### src/rtl/multichannel_offset_ema_filter_unit_defines.svh
// ----------------------------------------------------------------------------
// multichannel offset ema filter unit: assertion macros
// concurrent assertion helpers shared by the rtl files, empty in synthesis
// ----------------------------------------------------------------------------
`ifndef MULTICHANNEL_OFFSET_EMA_FILTER_UNIT_DEFINES_SVH
`define MULTICHANNEL_OFFSET_EMA_FILTER_UNIT_DEFINES_SVH

`ifndef SYNTHESIS
// ante implies cons in the same cycle
`define MOEF_ASSERT_IMP(lbl, ante, cons, msg) \
    lbl: assert property (@(posedge clk) disable iff (!rst_n) (ante) |-> (cons)) \
        else $error(msg);
// ante implies cons in the next cycle
`define MOEF_ASSERT_NEXT(lbl, ante, cons, msg) \
    lbl: assert property (@(posedge clk) disable iff (!rst_n) (ante) |=> (cons)) \
        else $error(msg);
`else
`define MOEF_ASSERT_IMP(lbl, ante, cons, msg)
`define MOEF_ASSERT_NEXT(lbl, ante, cons, msg)
`endif

`endif

### src/rtl/moef_pkg.sv
// ----------------------------------------------------------------------------
// moef_pkg
// transaction types and fixed constants of the offset ema filter bank
// ----------------------------------------------------------------------------
`default_nettype none

package moef_pkg;

    localparam int SENSOR_INDEX_W = 4;

    // operation codes
    localparam logic OP_MEASURE = 1'b0;
    localparam logic OP_OFFSET  = 1'b1;

    // configuration register indexes
    localparam logic REG_EMA_GAIN     = 1'b0;
    localparam logic REG_PRESENT_MASK = 1'b1;

    // gain limits, q1.15 (0.05 .. 1.0)
    localparam logic [15:0] GAIN_MIN   = 16'd1638;
    localparam logic [15:0] GAIN_MAX   = 16'd32768;
    localparam logic [15:0] GAIN_RESET = 16'd32768;

    typedef struct packed {
        logic                       operation;
        logic [SENSOR_INDEX_W-1:0]  sensor_index;
        logic [15:0]                raw_mm;
        logic                       timed_out;
        logic signed [15:0]         offset_value;
    } moef_in_t;

    typedef struct packed {
        logic [15:0] filtered_mm;
        logic [15:0] calibrated_mm;
        logic        reading_valid;
    } moef_out_t;

    // channel store access controls
    typedef struct packed {
        logic rd_en;
        logic ofs_we;
        logic ema_we;
    } moef_store_ctl_t;

endpackage

`default_nettype wire

### src/rtl/moef_chan_store.sv
// ----------------------------------------------------------------------------
// moef_chan_store
// per-channel offset and ema memories with started and offset-written flags
// ----------------------------------------------------------------------------
`default_nettype none
`include "multichannel_offset_ema_filter_unit_defines.svh"

module moef_chan_store
    import moef_pkg::*;
#(
    parameter int CHANNELS = 16,
    localparam int AW = (CHANNELS > 1) ? $clog2(CHANNELS) : 1
)
(
    input  wire logic            clk,
    input  wire logic            rst_n,
    input  wire moef_store_ctl_t ctl,
    input  wire logic [AW-1:0]   addr,
    input  wire logic [15:0]     ofs_wdata,
    input  wire logic [30:0]     ema_wdata,
    output      logic [15:0]     ofs_rdata,
    output      logic [30:0]     ema_rdata,
    output      logic            started
);

    logic [15:0]         ofs_mem [CHANNELS];
    logic [30:0]         ema_mem [CHANNELS];
    logic [CHANNELS-1:0] ofs_written_reg;
    logic [CHANNELS-1:0] started_reg;
    logic [15:0]         ofs_rd_reg;
    logic [30:0]         ema_rd_reg;
    logic                ofs_ok_reg;
    logic                started_rd_reg;

    // memories, no reset
    always_ff @(posedge clk)
    begin
        if (ctl.ofs_we)
        begin
            ofs_mem[addr] <= ofs_wdata;
        end
        if (ctl.ema_we)
        begin
            ema_mem[addr] <= ema_wdata;
        end
        if (ctl.rd_en)
        begin
            ofs_rd_reg <= ofs_mem[addr];
            ema_rd_reg <= ema_mem[addr];
        end
    end

    // flags, cleared at reset
    always_ff @(posedge clk or negedge rst_n)
    begin
        if (!rst_n)
        begin
            ofs_written_reg <= '0;
            started_reg     <= '0;
            ofs_ok_reg      <= 1'b0;
            started_rd_reg  <= 1'b0;
        end
        else
        begin
            if (ctl.ofs_we)
            begin
                ofs_written_reg[addr] <= 1'b1;
            end
            if (ctl.ema_we)
            begin
                started_reg[addr] <= 1'b1;
            end
            if (ctl.rd_en)
            begin
                ofs_ok_reg     <= ofs_written_reg[addr];
                started_rd_reg <= started_reg[addr];
            end
        end
    end

    // an offset never written reads as zero
    assign ofs_rdata = ofs_ok_reg ? ofs_rd_reg : 16'd0;
    assign ema_rdata = ema_rd_reg;
    assign started   = started_rd_reg;

    `MOEF_ASSERT_IMP(a_no_rd_during_ema_wr, ctl.ema_we, !ctl.rd_en,
        "ema write collides with a read")
    `MOEF_ASSERT_NEXT(a_started_after_wr, ctl.ema_we, started_reg[$past(addr)],
        "started flag not set after ema write")

endmodule

`default_nettype wire

### src/rtl/multichannel_offset_ema_filter_unit.sv
// ----------------------------------------------------------------------------
// multichannel_offset_ema_filter_unit
// bank of per-channel offset-corrected exponential moving average filters
// ----------------------------------------------------------------------------
// usage
//   input channel (in_valid, in_stall, in_data): one transaction is either an
//   offset write for one channel or a measurement. an offset write is stored
//   at acceptance, keeps the block idle and produces no output transaction.
//   a measurement produces exactly one output transaction (out_valid,
//   out_stall, out_data). it is taken in, walks through the channel memories
//   and the shared multiplier step by step (cal, diff, mul, step, acc, out),
//   and its result is registered on leaving out; the next transaction is
//   taken once the sequencer is back in idle, so a measurement occupies the
//   block until then, for a walk set by the read-modify-write of the channel
//   entry through the synchronous memory and the multiply.
//   a stalled output keeps its result; the block finishes the next
//   measurement and holds it until the output register frees up.
//   configuration (cfg_we, cfg_index, cfg_data) is to be written while idle by the user; the block does not enforce it:
//   index 0 is the gain in q1.15 (clamped to 0.05 .. 1.0), index 1 the
//   sensor present mask.
//   reset sets the gain to 1.0, clears the mask, and marks every channel as
//   unstarted with a zero offset; no clearing pass is needed.
// ----------------------------------------------------------------------------
`default_nettype none
`include "multichannel_offset_ema_filter_unit_defines.svh"

module multichannel_offset_ema_filter_unit
    import moef_pkg::*;
#(
    parameter int CHANNELS = 16
)
(
    input  wire logic        clk,
    input  wire logic        rst_n,
    input  wire logic        in_valid,
    output      logic        in_stall,
    input  wire moef_in_t    in_data,
    output      logic        out_valid,
    input  wire logic        out_stall,
    output      moef_out_t   out_data,
    input  wire logic        cfg_we,
    input  wire logic        cfg_index,
    input  wire logic [15:0] cfg_data
);

    localparam int AW = (CHANNELS > 1) ? $clog2(CHANNELS) : 1;
    localparam int IW = (AW > SENSOR_INDEX_W) ? AW : SENSOR_INDEX_W;
    localparam logic [7:0] CHAN_LIMIT = 8'(CHANNELS);

    // sequencer codes
    localparam logic [2:0] ST_IDLE = 3'd0;
    localparam logic [2:0] ST_CAL  = 3'd1;
    localparam logic [2:0] ST_DIFF = 3'd2;
    localparam logic [2:0] ST_MUL  = 3'd3;
    localparam logic [2:0] ST_STEP = 3'd4;
    localparam logic [2:0] ST_ACC  = 3'd5;
    localparam logic [2:0] ST_OUT  = 3'd6;

    logic [2:0]          state_reg, state_next;
    moef_in_t            item_reg;
    logic [15:0]         gain_reg;
    logic [15:0]         mask_reg;
    logic                ok_reg;
    logic [15:0]         cal_reg;
    logic signed [31:0]  diff_reg;
    logic signed [48:0]  prod_reg;
    logic signed [33:0]  step_reg;
    logic [30:0]         ema_new_reg;
    logic                out_valid_reg;
    moef_out_t           out_data_reg;

    logic                in_accept;
    logic                out_load;
    logic                in_range;
    logic [IW-1:0]       in_idx_ext;
    logic [IW-1:0]       item_idx_ext;
    logic [AW-1:0]       store_addr;
    moef_store_ctl_t     store_ctl;
    logic [15:0]         ofs_rdata;
    logic [30:0]         ema_rdata;
    logic                started;
    logic signed [17:0]  cal_full;
    logic [15:0]         cal_next;
    logic signed [48:0]  prod_rnd;
    logic signed [34:0]  ema_sum;
    logic [30:0]         ema_new;
    logic [31:0]         fil_sum;
    logic [16:0]         fil_full;
    logic [15:0]         gain_clamped;

    // handshakes
    assign in_stall  = (state_reg != ST_IDLE);
    assign in_accept = in_valid && !in_stall;
    assign out_load  = (state_reg == ST_OUT) && (!out_valid_reg || !out_stall);

    // channel address: incoming index while idle, held index otherwise
    assign in_idx_ext   = IW'(in_data.sensor_index);
    assign item_idx_ext = IW'(item_reg.sensor_index);
    assign store_addr   = (state_reg == ST_IDLE) ? in_idx_ext[AW-1:0]
                                                 : item_idx_ext[AW-1:0];
    assign in_range     = ({4'd0, in_data.sensor_index} < CHAN_LIMIT);

    // offset writes go straight in; a measurement reads its entry at accept
    // and writes the ema back at most once, so accesses never overlap
    always_comb
    begin
        store_ctl.rd_en  = in_accept && (in_data.operation == OP_MEASURE);
        store_ctl.ofs_we = in_accept && (in_data.operation == OP_OFFSET) && in_range;
        store_ctl.ema_we = (state_reg == ST_ACC) && ok_reg;
    end

    moef_chan_store #(
        .CHANNELS (CHANNELS)
    ) u_store (
        .clk       (clk),
        .rst_n     (rst_n),
        .ctl       (store_ctl),
        .addr      (store_addr),
        .ofs_wdata (in_data.offset_value),
        .ema_wdata (ema_new),
        .ofs_rdata (ofs_rdata),
        .ema_rdata (ema_rdata),
        .started   (started)
    );

    // calibrated reading: raw minus signed offset, clamped to 0..65535
    always_comb
    begin
        cal_full = $signed({2'b00, item_reg.raw_mm}) - 18'($signed(ofs_rdata));
        if (cal_full < 0)
        begin
            cal_next = 16'd0;
        end
        else if (cal_full > 18'sd65535)
        begin
            cal_next = 16'hFFFF;
        end
        else
        begin
            cal_next = cal_full[15:0];
        end
    end

    // round half up then floor shift by 15
    assign prod_rnd = prod_reg + 49'sd16384;

    // new ema: first sample loads, later ones add the step and clamp
    always_comb
    begin
        ema_sum = $signed({4'b0000, ema_rdata}) + 35'(step_reg);
        if (!started)
        begin
            ema_new = {cal_reg, 15'd0};
        end
        else if (ema_sum < 0)
        begin
            ema_new = 31'd0;
        end
        else if (ema_sum > 35'sh7FFFFFFF)
        begin
            ema_new = 31'h7FFFFFFF;
        end
        else
        begin
            ema_new = ema_sum[30:0];
        end
    end

    // filtered output, rounded half up and saturated
    assign fil_sum  = {1'b0, ema_new_reg} + 32'd16384;
    assign fil_full = fil_sum[31:15];

    // gain clamp on write
    always_comb
    begin
        if (cfg_data < GAIN_MIN)
        begin
            gain_clamped = GAIN_MIN;
        end
        else if (cfg_data > GAIN_MAX)
        begin
            gain_clamped = GAIN_MAX;
        end
        else
        begin
            gain_clamped = cfg_data;
        end
    end

    // sequencer
    always_comb
    begin
        state_next = state_reg;
        case (state_reg)
            ST_IDLE:
            begin
                if (in_accept && (in_data.operation == OP_MEASURE))
                begin
                    state_next = ST_CAL;
                end
            end
            ST_CAL:  state_next = ST_DIFF;
            ST_DIFF: state_next = ST_MUL;
            ST_MUL:  state_next = ST_STEP;
            ST_STEP: state_next = ST_ACC;
            ST_ACC:  state_next = ST_OUT;
            ST_OUT:
            begin
                if (out_load)
                begin
                    state_next = ST_IDLE;
                end
            end
            default: state_next = ST_IDLE;
        endcase
    end

    // control state
    always_ff @(posedge clk or negedge rst_n)
    begin
        if (!rst_n)
        begin
            state_reg     <= ST_IDLE;
            gain_reg      <= GAIN_RESET;
            mask_reg      <= 16'd0;
            out_valid_reg <= 1'b0;
            ok_reg        <= 1'b0;
        end
        else
        begin
            state_reg <= state_next;
            if (cfg_we && (cfg_index == REG_EMA_GAIN))
            begin
                gain_reg <= gain_clamped;
            end
            if (cfg_we && (cfg_index == REG_PRESENT_MASK))
            begin
                mask_reg <= cfg_data;
            end
            if (out_load)
            begin
                out_valid_reg <= 1'b1;
            end
            else if (!out_stall)
            begin
                out_valid_reg <= 1'b0;
            end
            // present, not timed out and in range
            if (state_reg == ST_CAL)
            begin
                ok_reg <= ({4'd0, item_reg.sensor_index} < CHAN_LIMIT)
                          && mask_reg[item_reg.sensor_index]
                          && !item_reg.timed_out;
            end
        end
    end

    // datapath
    always_ff @(posedge clk)
    begin
        if (in_accept)
        begin
            item_reg <= in_data;
        end
        if (state_reg == ST_CAL)
        begin
            cal_reg <= cal_next;
        end
        if (state_reg == ST_DIFF)
        begin
            diff_reg <= $signed({1'b0, cal_reg, 15'd0}) - $signed({1'b0, ema_rdata});
        end
        if (state_reg == ST_MUL)
        begin
            prod_reg <= diff_reg * $signed({1'b0, gain_reg});
        end
        if (state_reg == ST_STEP)
        begin
            step_reg <= prod_rnd[48:15];
        end
        if (state_reg == ST_ACC)
        begin
            ema_new_reg <= ema_new;
        end
        if (out_load)
        begin
            if (ok_reg)
            begin
                out_data_reg.filtered_mm   <= fil_full[16] ? 16'hFFFF : fil_full[15:0];
                out_data_reg.calibrated_mm <= cal_reg;
                out_data_reg.reading_valid <= 1'b1;
            end
            else
            begin
                out_data_reg.filtered_mm   <= 16'd0;
                out_data_reg.calibrated_mm <= 16'd0;
                out_data_reg.reading_valid <= 1'b0;
            end
        end
    end

    assign out_valid = out_valid_reg;
    assign out_data  = out_data_reg;

    `MOEF_ASSERT_NEXT(a_meas_starts_walk, in_accept && (in_data.operation == OP_MEASURE),
        state_reg == ST_CAL, "accepted measurement did not start")
    `MOEF_ASSERT_NEXT(a_hold_when_full, (state_reg == ST_OUT) && out_valid_reg && out_stall,
        state_reg == ST_OUT, "result left while output register was full")
    `MOEF_ASSERT_IMP(a_invalid_is_zero, out_valid_reg && !out_data_reg.reading_valid,
        (out_data_reg.filtered_mm == 16'd0) && (out_data_reg.calibrated_mm == 16'd0),
        "invalid reading carries nonzero data")

endmodule

`default_nettype wire
### config.mk
export PLATFORM = sky130hd
export DESIGN_NAME = multichannel_offset_ema_filter_unit
export DESIGN_NICKNAME = d
export VERILOG_FILES = /design/src/rtl/moef_pkg.sv /design/src/rtl/moef_chan_store.sv /design/src/rtl/multichannel_offset_ema_filter_unit.sv
export VERILOG_INCLUDE_DIRS = /design/src /design/src/rtl
export SDC_FILE = /design/constraint.sdc
export NUM_CORES = 2
export LEC_CHECK = 0
export BUFFER_PORTS_ARGS = -buffer_cell sky130_fd_sc_hd__buf_2
export CAP_MARGIN = 10
export CORE_MARGIN = 5
export CORE_UTILIZATION = 65
export CTS_BUF_LIST = sky130_fd_sc_hd__clkbuf_4
export DETAILED_ROUTE_END_ITERATION = 10
export HOLD_SLACK_MARGIN = 0.08
export MAX_ROUTING_LAYER = met4
export PLACE_DENSITY = 0.82
export SLEW_MARGIN = 20
export SYNTH_ARGS = -nofsm -noshare
export SYNTH_HDL_FRONTEND = slang
export SYNTH_SLANG_ARGS = --single-unit
### constraint.sdc
create_clock -name clk -period 18.6 [get_ports clk]
set_clock_uncertainty 0.05 [all_clocks]
set_input_delay 3.72 -clock clk [delete_from_list [all_inputs] [get_ports clk]]
set_output_delay 3.72 -clock clk [all_outputs]
set_load 0.1 [all_outputs]
==> impl.org <==
** Setup path
- Worst Setup Start Kind :: register
- Reg-to-reg startpoint :: gain_reg[6]
- STA classifies the critical path endpoint as a register.
- The setup path with the least slack is of type reg2reg.
- The worst register-to-register path ends at prod_reg[45].
- For the worst setup path, the data required time is 19420 ps.
- The number of cells on the worst reg-to-reg path is 21.
- CP endpoint :: prod_reg[45]
- Tracing the worst setup path back leads to its startpoint at gain_reg[6].
- Of all nets on the critical path, the largest fanout is 33.
- STA puts the critical path data arrival time at 8530 ps.
- The worst register-to-register path has a setup slack of 10890 ps.

** Detailed routing
- The final layout contains routed wiring with a total length of 152000 µm.
- In the routed design, unresolved DRC markers number 0.
- Via count :: 42800
- The count of nets left with antenna violations once routing finished came out at 0.
- After detailed routing, the number of vias per cell comes to 6.04.
- DR pass1 iterations :: 6
- Routed wire length per instance :: 21.4 µm
- The detailed router finished its first iteration with 4928 violations.

** Final layout
- Area added between synthesis and finish :: 8.17%
- The multi-input combinational cells in the finished layout cover a total of 27900 µm².
- Final-layout fill cell count :: 6264
- Final layout net count :: 6378
- Registers take 31400 µm².
- Of the cells placed in the final design, the portion with a size suffix greater than 1 is 12.0%.
- Max reg flops :: 496

** Clocking
- Post-CTS repair changed the size of 0 cells.
- TritonCTS built the clock tree.
- After clock tree synthesis, the clock-pin slew on the worst setup and hold paths is 70 ps.
- For the worst-skew pair, the clock arrives at the later sink with an insertion delay of 1160 ps.
- Number of H-tree branching levels :: 5
- # Post-CTS Setup Buffers :: 0
- In this run the clock root is driven by a sky130_fd_sc_hd__clkbuf_4.
- CTS Buffer Depth :: 4
- The tree built by TritonCTS fans out to 1058 sinks.
- Quantity of hold-fixing buffers added after cts :: 0
- Counting the buffers created by CTS gives 282.

** Die
- During I/O placement, the number of pins put on the boundary was 95.
- Placement Rows :: 113
- Total core area :: 95200 µm²
- The initial utilization of the core area, before any placement, comes to 65.6%.
- Chip height :: 320 µm
- The die is 320 µm wide.
- Die area :: 102000 µm²

** Logic synthesis
- Dominant cells by area after synthesis :: sky130_fd_sc_hd__edfxtp_1 47%, sky130_fd_sc_hd__fa_1 16%, sky130_fd_sc_hd__nand2_1 7.1%, sky130_fd_sc_hd__inv_1 3.8%, sky130_fd_sc_hd__ha_1 3.6%
- Sequential element share of the synthesized area :: 50.3%
- The top cell type by area accounts for 47.5% of the synthesized area.
- The biggest area contributor in the post-synthesis netlist is sky130_fd_sc_hd__edfxtp_1.
- Count of flip-flops with a built-in enable after synthesis :: 987
- The synthesized netlist occupies a cell area of 62400 µm².
- Post-synthesis net count :: 6220
- Share of async-settable or async-resettable flops after synthesis :: 6.71%
- Ys flop type :: sky130_fd_sc_hd__edfxtp_1
- Yosys warnings :: 0
- Number of distinct library cells after synthesis :: 75
- Avg Synthesized Cell Area :: 11.4 µm²
- Cell count after synthesis :: 5489
- The synthesized design contains 1058 register bits.

** Min path
- The path class of the tightest hold or removal check is reg2reg.

** STA
- For this run, the top clock speed supported by timing is 0.130 GHz.
- Period utilisation layout :: 41.5%
- The count of final max-slew check failures came to 0.
- Final critical path time including I/O delays and setup :: 7710 ps
- Setup total negative slack on the finished layout was measured at 0 ps.
- Final setup violation count :: 0
- The number of hold violations in the final report was 0.
- Tightest Pin Transition :: 1200 ps
- Rel. slew slack :: 20.2%
- Setup repair after global routing left no endpoint under its margin.

** GRT
- Pin count of the biggest net entering global routing :: 201
- Summed over all layers, the global routing overflow is 0.
- Initial antenna violation count :: 2
- GRT Util Overall :: 30.7%
- Vias in the first global route :: 44900
- The first global-routing pass estimated 240000 µm of wire.

** Placement
- Final weighted congestion in routability-driven placement :: 0.956
- After legalization and detailed placement, the total HPWL measured 99400 µm.
- Number of buffers added on ports :: 94

** Run status
- The flow ran to the end, and the final reports show no timing, DRC or antenna violations.

** Flow run
- Reported max-cap violation count :: 0
-- cell usage in the layout, fill, tap and decap left out, types with 15 or more instances in the layout --
cell type,instances
sky130_fd_sc_hd__nand2_1,1186
sky130_fd_sc_hd__edfxtp_1,987
sky130_fd_sc_hd__inv_1,634
sky130_fd_sc_hd__fa_1,489
sky130_fd_sc_hd__clkbuf_4,398
sky130_fd_sc_hd__and2_1,250
sky130_fd_sc_hd__ha_1,182
sky130_fd_sc_hd__and3_1,176
sky130_fd_sc_hd__a21oi_1,162
sky130_fd_sc_hd__nand3_1,150
sky130_fd_sc_hd__a311oi_1,149
sky130_fd_sc_hd__xnor2_1,97
sky130_fd_sc_hd__buf_2,93
sky130_fd_sc_hd__nor3_1,73
sky130_fd_sc_hd__nor2_1,72
sky130_fd_sc_hd__dfrtp_1,65
sky130_fd_sc_hd__a31oi_1,61
sky130_fd_sc_hd__xor2_1,53
sky130_fd_sc_hd__o21ai_0,52
sky130_fd_sc_hd__a21o_1,50
sky130_fd_sc_hd__clkinv_1,45
sky130_fd_sc_hd__buf_4,43
sky130_fd_sc_hd__or2_2,35
sky130_fd_sc_hd__mux2_2,18
sky130_fd_sc_hd__nand4_1,17
sky130_fd_sc_hd__a21boi_0,17
sky130_fd_sc_hd__nor2_4,17
sky130_fd_sc_hd__nor2b_1,15
-- cell families (layout without fill, tap and decap cells) --
group / after synthesis / count (layout) / share of synthesized area [%]
buf+inv: 905 / 1245 / 5.60
fa+ha+maj: 671 / 671 / 19.3
flops: 1058 / 1058 / 50.3
other cells: 0 / 4 / 0
mux: 30 / 30 / 0.623
xor+xnor: 151 / 151 / 2.12
compound gates: 618 / 618 / 6.88
simple gates: 2056 / 2056 / 15.1
-- critical path: stages (launching register included) --
cell	delay, ps
sky130_fd_sc_hd__dfrtp_1	1130
sky130_fd_sc_hd__and2_1	280
sky130_fd_sc_hd__fa_1	430
sky130_fd_sc_hd__inv_1	80
sky130_fd_sc_hd__fa_1	430
sky130_fd_sc_hd__fa_1	530
sky130_fd_sc_hd__inv_1	60
sky130_fd_sc_hd__fa_1	490
sky130_fd_sc_hd__fa_1	500
sky130_fd_sc_hd__inv_1	50
sky130_fd_sc_hd__fa_1	470
sky130_fd_sc_hd__inv_1	40
sky130_fd_sc_hd__ha_1	320
sky130_fd_sc_hd__and3_1	270
sky130_fd_sc_hd__nand2_1	70
sky130_fd_sc_hd__o21ai_0	190
sky130_fd_sc_hd__a21oi_1	140
sky130_fd_sc_hd__a311oi_1	680
sky130_fd_sc_hd__o21ai_1	410
sky130_fd_sc_hd__o311ai_0	520
sky130_fd_sc_hd__o211ai_1	200
sky130_fd_sc_hd__xnor2_1	150
-- worst min-delay path by stage --
stage                                           from                          to  cells after the start
final                     u_store.ofs_written_reg[2]  u_store.ofs_written_reg[2]                      1
after global routing      u_store.ofs_written_reg[2]  u_store.ofs_written_reg[2]                      1
after CTS                 u_store.ofs_written_reg[2]  u_store.ofs_written_reg[2]                      1
after detailed placement     u_store.started_reg[12]     u_store.started_reg[12]                      1
after global placement       u_store.started_reg[15]     u_store.started_reg[15]                      1
after floorplan           u_store.ofs_written_reg[0]  u_store.ofs_written_reg[0]                      1
-- metrics by stage --
stage / cells / hold slack [ps] / utilization, % / setup WS [ps] / cell area, µm²
floorplan: 5489 / 389 / - / 11310 / 62400
global placement: 6622 / 401 / 67.3 / 11190 / 64000
detailed placement: 6622 / 403 / 67.3 / 11020 / 64000
CTS: 7088 / 419 / 70.8 / 11030 / 67400
global route: 7098 / 426 / 71.0 / 10780 / 67600
finish: 7098 / 415 / 71.0 / 10890 / 67600
-- Yosys cell counts, types with 7 or more instances --
| master | instances |
|---|---|
| sky130_fd_sc_hd__a211oi_1 | 13 |
| sky130_fd_sc_hd__a21boi_0 | 17 |
| sky130_fd_sc_hd__a21o_1 | 50 |
| sky130_fd_sc_hd__a21oi_1 | 170 |
| sky130_fd_sc_hd__a22o_1 | 9 |
| sky130_fd_sc_hd__a22oi_1 | 11 |
| sky130_fd_sc_hd__a311oi_1 | 149 |
| sky130_fd_sc_hd__a31oi_1 | 61 |
| sky130_fd_sc_hd__and2_1 | 250 |
| sky130_fd_sc_hd__and3_1 | 176 |
| sky130_fd_sc_hd__and4_1 | 7 |
| sky130_fd_sc_hd__buf_1 | 13 |
| sky130_fd_sc_hd__buf_2 | 57 |
| sky130_fd_sc_hd__buf_4 | 7 |
| sky130_fd_sc_hd__clkbuf_1 | 193 |
| sky130_fd_sc_hd__dfrtp_1 | 70 |
| sky130_fd_sc_hd__edfxtp_1 | 987 |
| sky130_fd_sc_hd__fa_1 | 489 |
| sky130_fd_sc_hd__ha_1 | 182 |
| sky130_fd_sc_hd__inv_1 | 634 |
| sky130_fd_sc_hd__mux2_2 | 21 |
| sky130_fd_sc_hd__nand2_1 | 1186 |
| sky130_fd_sc_hd__nand2b_1 | 14 |
| sky130_fd_sc_hd__nand3_1 | 150 |
| sky130_fd_sc_hd__nand4_1 | 17 |
| sky130_fd_sc_hd__nor2_1 | 96 |
| sky130_fd_sc_hd__nor2b_1 | 16 |
| sky130_fd_sc_hd__nor3_1 | 74 |
| sky130_fd_sc_hd__o211ai_1 | 10 |
| sky130_fd_sc_hd__o21a_1 | 13 |
| sky130_fd_sc_hd__o21ai_0 | 52 |
| sky130_fd_sc_hd__o21bai_1 | 9 |
| sky130_fd_sc_hd__or2_2 | 35 |
| sky130_fd_sc_hd__or3_1 | 11 |
| sky130_fd_sc_hd__xnor2_1 | 98 |
| sky130_fd_sc_hd__xor2_1 | 53 |
-- layer usage --
layer | vias up | part of all wire [%] | GRT usage, %
met4 | 0 | 4.1 | 13.1
met1 | 21000 | 37 | 39.2
li1 | 19000 | - | -
met5 | - | 0 | -
met2 | 2396 | 49 | 48.8
met3 | 429 | 10 | 5.92
-- area by class of cell --
| cell class | count | share of cell area [%] |
|---|---|---|
| sequential | 1058 | 46.5 |
| inverter | 634 | 3.52 |
| clock buffer | 398 | 4.42 |
| multi-input combinational | 3526 | 41.2 |
| tap | 1265 | 2.34 |
| antenna | 4 | 0.0148 |
| timing repair buffer | 145 | 1.46 |
| clock inverter | 68 | 0.491 |
Power is left out: the tool's default activity adds up to more than one toggle a clock period on the data nets, which glitch-free logic cannot reach.
